$ cat src/rtl/cksf_pkg.sv
// ----------------------------------------------------------------------------
// cksf_pkg: shared types and constants of the cross kernel sharpen filter
// Pixel and result layouts, line store entry and configuration codes.
// ----------------------------------------------------------------------------
package cksf_pkg;

  localparam int PIX_W      = 8;
  localparam int COL_W      = 11;
  localparam int ROW_W      = 16;
  localparam int FW_W       = 12;
  localparam int FH_W       = 16;
  localparam int CFG_IDX_W  = 8;
  localparam int CFG_DATA_W = 16;

  localparam logic [FW_W-1:0] FW_RESET = 12'd640;
  localparam logic [FH_W-1:0] FH_RESET = 16'd480;

  localparam logic [CFG_IDX_W-1:0] REG_FRAME_WIDTH  = 8'd0;
  localparam logic [CFG_IDX_W-1:0] REG_FRAME_HEIGHT = 8'd1;

  typedef struct packed {
    logic [PIX_W-1:0] red;
    logic [PIX_W-1:0] green;
    logic [PIX_W-1:0] blue;
  } rgb_t;

  // older: pixel two rows up, newer: pixel one row up
  typedef struct packed {
    rgb_t older;
    rgb_t newer;
  } line_ent_t;

  typedef struct packed {
    logic [COL_W-1:0] col;
    logic [ROW_W-1:0] row;
    rgb_t             rgb;
    logic             is_border;
    logic             last_of_run;
    logic             frame_done;
  } res_t;

endpackage

$ cat src/rtl/cksf_if.sv


interface cksf_res_if;
  import cksf_pkg::*;
  logic             valid;
  logic             ready;
  logic [COL_W-1:0] out_col;
  logic [ROW_W-1:0] out_row;
  logic [PIX_W-1:0] out_red;
  logic [PIX_W-1:0] out_green;
  logic [PIX_W-1:0] out_blue;
  logic             is_border;
  logic             last_of_run;
  logic             frame_done;
  modport source (output valid, output out_col, output out_row, output out_red,
                  output out_green, output out_blue, output is_border,
                  output last_of_run, output frame_done, input ready);
  modport sink (input valid, input out_col, input out_row, input out_red,
                input out_green, input out_blue, input is_border,
                input last_of_run, input frame_done, output ready);
endinterface


$ cat src/rtl/cksf_out_fifo.sv
// ----------------------------------------------------------------------------
// cksf_out_fifo: two-entry result queue
// Decouples the result channel from the filter stage.
// ----------------------------------------------------------------------------
module cksf_out_fifo (
  input  logic             clk,
  input  logic             rst_n,
  input  logic             push,
  input  cksf_pkg::res_t   push_data,
  output logic             can_push,
  cksf_res_if.source       out_res
);
  import cksf_pkg::*;

  localparam logic [1:0] FULL = 2'd2;

  res_t       q_r [2];
  logic [1:0] cnt_r;
  logic [1:0] cnt_nxt;
  logic       wr_ptr_r;
  logic       rd_ptr_r;
  logic       pop;
  res_t       head;

  assign pop      = out_res.valid && out_res.ready;
  assign can_push = (cnt_r != FULL);
  assign cnt_nxt  = cnt_r + {1'b0, push} - {1'b0, pop};
  assign head     = q_r[rd_ptr_r];

  assign out_res.valid       = (cnt_r != 2'd0);
  assign out_res.out_col     = head.col;
  assign out_res.out_row     = head.row;
  assign out_res.out_red     = head.rgb.red;
  assign out_res.out_green   = head.rgb.green;
  assign out_res.out_blue    = head.rgb.blue;
  assign out_res.is_border   = head.is_border;
  assign out_res.last_of_run = head.last_of_run;
  assign out_res.frame_done  = head.frame_done;

  always_ff @(posedge clk) begin
    if (!rst_n) begin
      cnt_r    <= 2'd0;
      wr_ptr_r <= 1'b0;
      rd_ptr_r <= 1'b0;
    end else begin
      cnt_r <= cnt_nxt;
      if (push) begin
        wr_ptr_r <= ~wr_ptr_r;
      end
      if (pop) begin
        rd_ptr_r <= ~rd_ptr_r;
      end
    end
  end

  always_ff @(posedge clk) begin
    if (push) begin
      q_r[wr_ptr_r] <= push_data;
    end
  end

  a_no_push_full: assert property (@(posedge clk) disable iff (!rst_n)
    push |-> (cnt_r != FULL))
    else $error("push into full result queue");

  a_cnt_up: assert property (@(posedge clk) disable iff (!rst_n)
    (push && !pop) |=> (cnt_r == $past(cnt_r) + 2'd1))
    else $error("queue count did not rise on push");

  a_cnt_down: assert property (@(posedge clk) disable iff (!rst_n)
    (pop && !push) |=> (cnt_r == $past(cnt_r) - 2'd1))
    else $error("queue count did not fall on pop");

endmodule

$ cat src/flat_wrapper.sv
// flat-port wrapper written by rule: the top's interface ports become plain ports
module cksf_out_fifo_flat import cksf_pkg::*;
  (clk, rst_n, push, push_data, can_push, out_res_valid, out_res_out_col, out_res_out_row, out_res_out_red, out_res_out_green, out_res_out_blue, out_res_is_border, out_res_last_of_run, out_res_frame_done, out_res_ready);
  cksf_res_if out_res_i ();
  input  logic clk;
  input  logic rst_n;
  input  logic push;
  input  cksf_pkg::res_t push_data;
  output logic can_push;
  output wire logic [$bits(out_res_i.valid)-1:0] out_res_valid;
  output wire logic [$bits(out_res_i.out_col)-1:0] out_res_out_col;
  output wire logic [$bits(out_res_i.out_row)-1:0] out_res_out_row;
  output wire logic [$bits(out_res_i.out_red)-1:0] out_res_out_red;
  output wire logic [$bits(out_res_i.out_green)-1:0] out_res_out_green;
  output wire logic [$bits(out_res_i.out_blue)-1:0] out_res_out_blue;
  output wire logic [$bits(out_res_i.is_border)-1:0] out_res_is_border;
  output wire logic [$bits(out_res_i.last_of_run)-1:0] out_res_last_of_run;
  output wire logic [$bits(out_res_i.frame_done)-1:0] out_res_frame_done;
  input wire logic [$bits(out_res_i.ready)-1:0] out_res_ready;
  assign out_res_valid = out_res_i.valid;
  assign out_res_out_col = out_res_i.out_col;
  assign out_res_out_row = out_res_i.out_row;
  assign out_res_out_red = out_res_i.out_red;
  assign out_res_out_green = out_res_i.out_green;
  assign out_res_out_blue = out_res_i.out_blue;
  assign out_res_is_border = out_res_i.is_border;
  assign out_res_last_of_run = out_res_i.last_of_run;
  assign out_res_frame_done = out_res_i.frame_done;
  assign out_res_i.ready = out_res_ready;
  cksf_out_fifo u_core (.clk(clk), .rst_n(rst_n), .push(push), .push_data(push_data), .can_push(can_push), .out_res(out_res_i));
endmodule
$ cat config.mk
export PLATFORM = sky130hd
export DESIGN_NAME = cksf_out_fifo_flat
export DESIGN_NICKNAME = d
export VERILOG_FILES = /design/src/rtl/cksf_pkg.sv /design/src/rtl/cksf_if.sv /design/src/rtl/cksf_out_fifo.sv /design/src/flat_wrapper.sv
export SDC_FILE = /design/constraint.sdc
export NUM_CORES = 1
export LEC_CHECK = 0
export ABC_AREA = 1
export BUFFER_PORTS_ARGS = -buffer_cell sky130_fd_sc_hd__buf_2
export CORE_AREA = 2 2 78 154
export DETAILED_ROUTE_END_ITERATION = 6
export DIE_AREA = 0 0 80 156
export PLACE_DENSITY = 0.66
export RECOVER_POWER = 100
export SLEW_MARGIN = 5
export SYNTH_ARGS = -nofsm -noshare
export SYNTH_HDL_FRONTEND = slang
export SYNTH_SLANG_ARGS = --single-unit
$ cat constraint.sdc
create_clock -name clk -period 8.2 [get_ports clk]
set_input_delay 0 -clock clk [delete_from_list [all_inputs] [get_ports clk]]
set_output_delay 0 -clock clk [all_outputs]
set_load 0.01 [all_outputs]
==> results of run 1 <==
==> final timing paths <==
path                                 startpoint                 to  slack (ns)  cells past startpoint
worst max-delay path            u_core.wr_ptr_r  u_core.q_r[0][11]        5.09                      2
worst min-delay path              push_data[38]  u_core.q_r[1][38]        0.33                      2
worst max register to register  u_core.wr_ptr_r  u_core.q_r[0][11]        5.09                      2
worst min register to register  u_core.rd_ptr_r               flop        0.51                      2
==> sequential cells by signal (all words and copies together) (netlist names), named ones only <==
register	count
u_core.wr_ptr_r	1
u_core.rd_ptr_r	1
u_core.q_r	108
u_core.cnt_r	2
==> final cells by class <==
class,instances,area share (%)
Clock buffer,18,7.16
Clock inverter,14,3.24
Inverter,8,0.501
Multi-Input combinational cell,77,12.1
Sequential cell,113,55.8
Tap cell,142,2.96
Timing Repair Buffer,173,18.2
==> logic make-up (layout without fill, tap and decap cells) <==
kind of cell             Yosys count  after routing  synth area share [%]
buffers and inverters             14            213                  3.22
multiplexers                      54             54                  18.1
AND/OR/NAND/NOR                   20             20                  1.77
flip-flops                       113            113                  76.2
adder cells (fa/ha/maj)            2              2                 0.570
AO/OA/AOI/OAI                      1              1                 0.114
==> cell usage in the layout (no fill, tap or decap), types with 8 or more instances in the layout <==
cell type,n
nor2_1,8
nand2_1,9
buf_2,62
clkbuf_16,17
clkbuf_1,50
dlygate4sd3_1,58
mux2_1,49
inv_1,8
edfxtp_1,108
==> report_power, final <==
group	internal, W	switching (W)
combinational	0.000128	0.000120
sequential	0.000676	0.0000406
clock	0.000532	0.000231
==> per-stage QoR <==
step / instances / hold WS, ns
after CTS: 545 / 0.314
final: 545 / 0.327
after global routing: 545 / 0.329
after global placement: 455 / 0.190
after floorplan: 204 / 0.0935
after detailed placement: 455 / 0.192
==> routing by layer <==
layer  vias to the layer above  GRT usage, %
li1                       1153             -
met1                      1171          12.8
met2                        67          27.3
met3                         8          3.76
met4                         0          7.26
met5                         -             0
==> timing repair <==
| action | 4_1_cts | 5_1_grt |
|---|---|---|
| resized for setup | 0 | 0 |
| endpoints found under the hold margin | 113 | 0 |
| hold buffers | 58 | 0 |
==> flow_summary.yaml, run 1 <==
sta:
  setup_ws_ns: 5.09
  finClkSkew_ns: 0.00740
  worst-slew-pin-transition_ns: 3.09
  rsz0062_at_grt: "no"
  finalHoldViolations: 0
  setup_tns_ns: 0
  fin_crit_ns: 3.11
  fmax_mhz: 322
  finalCritPeriodShare_pct: 37.9
  setup_viol: 0
  slew_headroom_pct: -106
  maxSlewViolCount: 143
detailed_routing:
  drt_iter0_markers: 94
  ant_nets: 0
  routedWlPerCell_um: 15.4
  wl_met1_mm: 3.00
  top_layer_used: "met4"
  wl_met2_mm: 4.94
  drt_wl_total_mm: 8.39
  drc: 0
  drt-vias-per-instance: 4.40
  drt_pre_antenna_iters: 4
  route.met3.wl_um: 312
  vias: 2399
die:
  dieArea_sq_um: 12500
  coreArea_sq_um: 11300
  dieHeight_um: 156
  num_io_pins: 114
  die_x_um: 80
  initial_core_util_pct: 38.9
  num_rows: 55
power_and_ir_drop:
  fin_total_pwr_w: 0.00173
  ir_drop_uv: 178
  cellPowerDensity_nw_per_um2: 288
  p_leak_nw: 2.24
critical_path:
  cp_max_fo: 54
  crit_family: "buffers and inverters"
  critical_path_buf_inv_count: 1
  critical_path_class: "reg -> reg"
  crit_arrival_ns: 3.04
  worst_setup_path_end_kind: "flop"
  cp_cell_sequence: "nor2_4 -> clkbuf_1"
  crit_path_max_incr_delay_ns: 2.16
  cp-start-kind: "flop"
  cpMaxStageDelayCell: "clkbuf_1"
  required_ns: 8.14
synth:
  synth_area_leader_cell: "edfxtp_1"
  netlist_instances: 204
  synth_edf_count: 108
  netlist.area_leader.share_pct: 73.9
  syn-mean-instance-area_sq_um: 21.5
  synth.area.top_cells: "edfxtp_1 74%, mux2_4 17%, buf_12 2.3%, dfxtp_1 2.3%, mux2_2 1.0%"
  synthesis.area_sq_um: 4390
  synth_cell_type_count: 12
  yosys_warnings: 0
  synth-main-ff-cell: "edfxtp_1"
  async_flop_share_pct: 0
  yosysMostFrequentCell: "edfxtp_1"
  synth_nets: 264
  synth-seq-area-share_pct: 76.2
  ys_seq_elements: 113
  synth_common_cells: "108 x edfxtp_1, 50 x mux2_4, 9 x nand2_1, 9 x nor2_1, 8 x inv_1"
cells_and_area:
  syn2layout_area_growth_pct: 36.6
  layout-drive-gt1-share_pct: 24.6
  regArea_sq_um: 3340
  fin_nets: 450
  final_area_sq_um: 5990
  multi_input_area_sq_um: 727
  diodes: 0
  fillers: 992
  fin_util_pct: 53.1
global_route:
  grt-ovfl-total: 0
  grt_pass1_wl_mm: 12.8
  grt_pass1_vias: 2684
  grt_max_degree: 55
  grt_usage_pct: 14.1
  antenna_found_initial: 0
clock_tree:
  clock_latency_ns: 0.39
  clkTransAtPathRegs_ns: 0.05
  cts_setup_buffers: 0
  ctsHtreeMaxLevel: 4
  clock-sinks: 113
  cts_tree: "done"
  cts_root_buf: "clkbuf_16"
  clockBufferDepth: 2
  numCtsBuffers: 17
placement:
  place_area_sq_um: 5050
  post-place-ws_ns: 6.41
  place_congestion: 0.677
  dp_hpwl_mm: 5.26
  io_buffers: 113
run:
  max-cap-violations: 3
min_path:
  worstHoldPathType: "in -> reg"
outcome:
  status: "finished with violations"
  violations: "capacitance limit, slew limit"
Note: power is estimated with default switching activity, not from simulation.
==> run 2, diff against run 1 <==
--- a/config.mk
+++ b/config.mk
@@ -5,12 +5,12 @@
 export SDC_FILE = /design/constraint.sdc
 export NUM_CORES = 1
 export LEC_CHECK = 0
-export ABC_AREA = 1
+export ABC_AREA = 0
 export BUFFER_PORTS_ARGS = -buffer_cell sky130_fd_sc_hd__buf_2
 export CORE_AREA = 2 2 78 154
 export DETAILED_ROUTE_END_ITERATION = 6
 export DIE_AREA = 0 0 80 156
-export PLACE_DENSITY = 0.66
+export PLACE_DENSITY = 0.68
 export RECOVER_POWER = 100
 export SLEW_MARGIN = 5
 export SYNTH_ARGS = -nofsm -noshare
==> constraint.sdc (replaced) <==
create_clock -name clk -period 2.6 [get_ports clk]
set_input_delay 0 -clock clk [delete_from_list [all_inputs] [get_ports clk]]
set_output_delay 0 -clock clk [all_outputs]
set_load 0.01 [all_outputs]
==> flow_summary.yaml, run 2 <==
outcome:
  status: "finished clean"
power_and_ir_drop:
  p_leak_nw: 2.20
  cellPowerDensity_nw_per_um2: 845
  ir_drop_uv: 616
cells_and_area:
  regMostFlops: "u_core.q_r"
  syn2layout_area_growth_pct: 35.3
  layout-drive-gt1-share_pct: 27.1
  largest_reg_flops: 108
  top_regs: "u_core.q_r (108), u_core.cnt_r (2)"
  fin_nets: 437
  diodes: 0
  layout_common_cells: "108 x edfxtp_1, 66 x buf_2, 57 x dlygate4sd3_1, 47 x clkbuf_1, 46 x mux2_1"
  fillers: 981
  regArea_sq_um: 3350
  layout_commonest_cell: "edfxtp_1"
  multi_input_area_sq_um: 764
die:
  num_io_pins: 114
  coreArea_sq_um: 11300
  dieArea_sq_um: 12500
  dieHeight_um: 156
  num_rows: 55
  initial_core_util_pct: 38.9
  die_x_um: 80
sta:
  maxSlewViolCount: 0
  fin_crit_ns: 1.84
  setup_tns_ns: 0
  finalHoldViolations: 0
  fmax_mhz: 545
  hold_slack_ns: 0.0258
  finClkSkew_ns: 0.00791
  slew_headroom_pct: 35.6
  setup_viol: 0
  worst-slew-pin-transition_ns: 0.966
  finalCritPeriodShare_pct: 70.6
  rsz0062_at_grt: "no"
synth:
  synthesis.area_sq_um: 4390
  yosysMostFrequentCell: "edfxtp_1"
  synth_area_leader_cell: "edfxtp_1"
  synth_common_cells: "108 x edfxtp_1, 50 x mux2_4, 5 x buf_12, 5 x dfxtp_1, 4 x mux2_2"
  netlist.area_leader.share_pct: 73.8
  synth-seq-area-share_pct: 76.1
  synth_nets: 251
  synth.area.top_cells: "edfxtp_1 74%, mux2_4 17%, buf_12 2.3%, dfxtp_1 2.3%, mux2_2 1.0%"
  netlist_instances: 191
  synth-main-ff-cell: "edfxtp_1"
  synth_edf_count: 108
  syn-mean-instance-area_sq_um: 23.0
  async_flop_share_pct: 0
  ys_seq_elements: 113
  yosys_warnings: 0
  synth_cell_type_count: 16
detailed_routing:
  wl_met1_mm: 2.87
  ant_nets: 0
  wl_met2_mm: 4.75
  drt-vias-per-instance: 4.53
  drt_iter0_markers: 82
  top_layer_used: "met4"
  routedWlPerCell_um: 15.6
  drt_wl_total_mm: 8.25
  route.met3.wl_um: 345
  drc: 0
  drt_pre_antenna_iters: 4
  vias: 2400
critical_path:
  reg2reg_to: "u_core.q_r[1][30]"
  required_ns: 2.60
  crit_arrival_ns: 1.84
  cp_max_fo: 35
  r2r_cells: 2
  ff2ff_setup_slack_ns: 0.77
  endpoint: "out_res_out_row[15]"
  cp-start-kind: "flop"
  critical_path_class: "reg -> out"
  r2r-start: "u_core.wr_ptr_r"
  worst_setup_path_end_kind: "primary output"
clock_tree:
  ctsHtreeMaxLevel: 4
  cts_root_buf: "clkbuf_16"
  numCtsBuffers: 17
  clockBufferDepth: 2
  cts.repair.resized: 0
  cts_tree: "done"
  clock_latency_ns: 0.40
  clkTransAtPathRegs_ns: 0.05
  cts_setup_buffers: 0
  clock-sinks: 113
  cts_hold_buf: 57
placement:
  io_buffers: 113
  dp_hpwl_mm: 5.15
  place_congestion: 0.731
global_route:
  grt_max_degree: 43
  grt_pass1_wl_mm: 12.4
  grt_pass1_vias: 2650
  grt-ovfl-total: 0
  antenna_found_initial: 0
  grt_usage_pct: 13.9
run:
  max-cap-violations: 0
min_path:
  worstHoldPathType: "in -> reg"
run 2: cell families after synthesis:
kind of cell             Yosys count  share of synthesized area [%]
AO/OA/AOI/OAI                      2                          0.342
XOR/XNOR                           1                          0.513
adder cells (fa/ha/maj)            2                          0.570
buffers and inverters              8                           2.71
flip-flops                       113                           76.1
multiplexers                      56                           18.6
AND/OR/NAND/NOR                    9                           1.17
run 2: per-layer routing:
metal  vias up  global-route usage, %
li1       1118                      -
met1      1183                   12.2
met2        78                   25.6
met3        21                   4.22
met4         0                   9.85
met5         -                      0
run 2: how the worst min path moves through the flow:
stage / startpoint / end / slack [ns] / depth (start not counted)
6_report: out_res_ready / flop / 0.03 / 3
5_1_grt: out_res_ready / u_core.rd_ptr_r / 0.04 / 3
4_1_cts: out_res_ready / flop / 0.003 / 3
3_5_place_dp: push_data[28] / u_core.q_r[0][28] / 0.19 / 1
3_3_place_gp: push_data[19] / u_core.q_r[1][19] / 0.19 / 1
2_1_floorplan: push_data[0] / u_core.q_r[0][0] / 0.1 / 0
run 2: area by class of cell:
| cell class | count | area share, % |
|---|---|---|
| inverters | 2 | 0.126 |
| multi-input cells | 70 | 12.9 |
| well taps | 142 | 2.99 |
| flip-flops and latches | 113 | 56.3 |
| repair buffers | 173 | 19.2 |
| clock buffers | 19 | 7.28 |
| clock inverters | 11 | 1.24 |
run 2: where the power goes:
group          internal [W]  switching, W  leakage [nW]
clock network       0.00127      0.000681         0.253
logic              0.000452      0.000397         0.887
registers           0.00213      0.000101          1.06
total               0.00385       0.00118          2.20
run 2: worst max-delay path, cell delays in order, from the launching register on:
cell and delay [ns]:
dfxtp_4 0.67, buf_12 0.25, mux2_1 0.35, buf_2 0.15
run 2: stage by stage:
stage	cell area (sq um)	std cells	util (%)	power, W	worst slack, ns
after floorplan	4390	191	-	0.00299	0.434
after global placement	5100	443	45.2	0.00321	1.08
after detailed placement	5100	443	45.2	0.00325	1.05
after CTS	6170	530	54.7	0.00528	0.619
after global routing	5940	530	52.7	0.00524	0.625
final	5940	530	52.7	0.00502	0.764
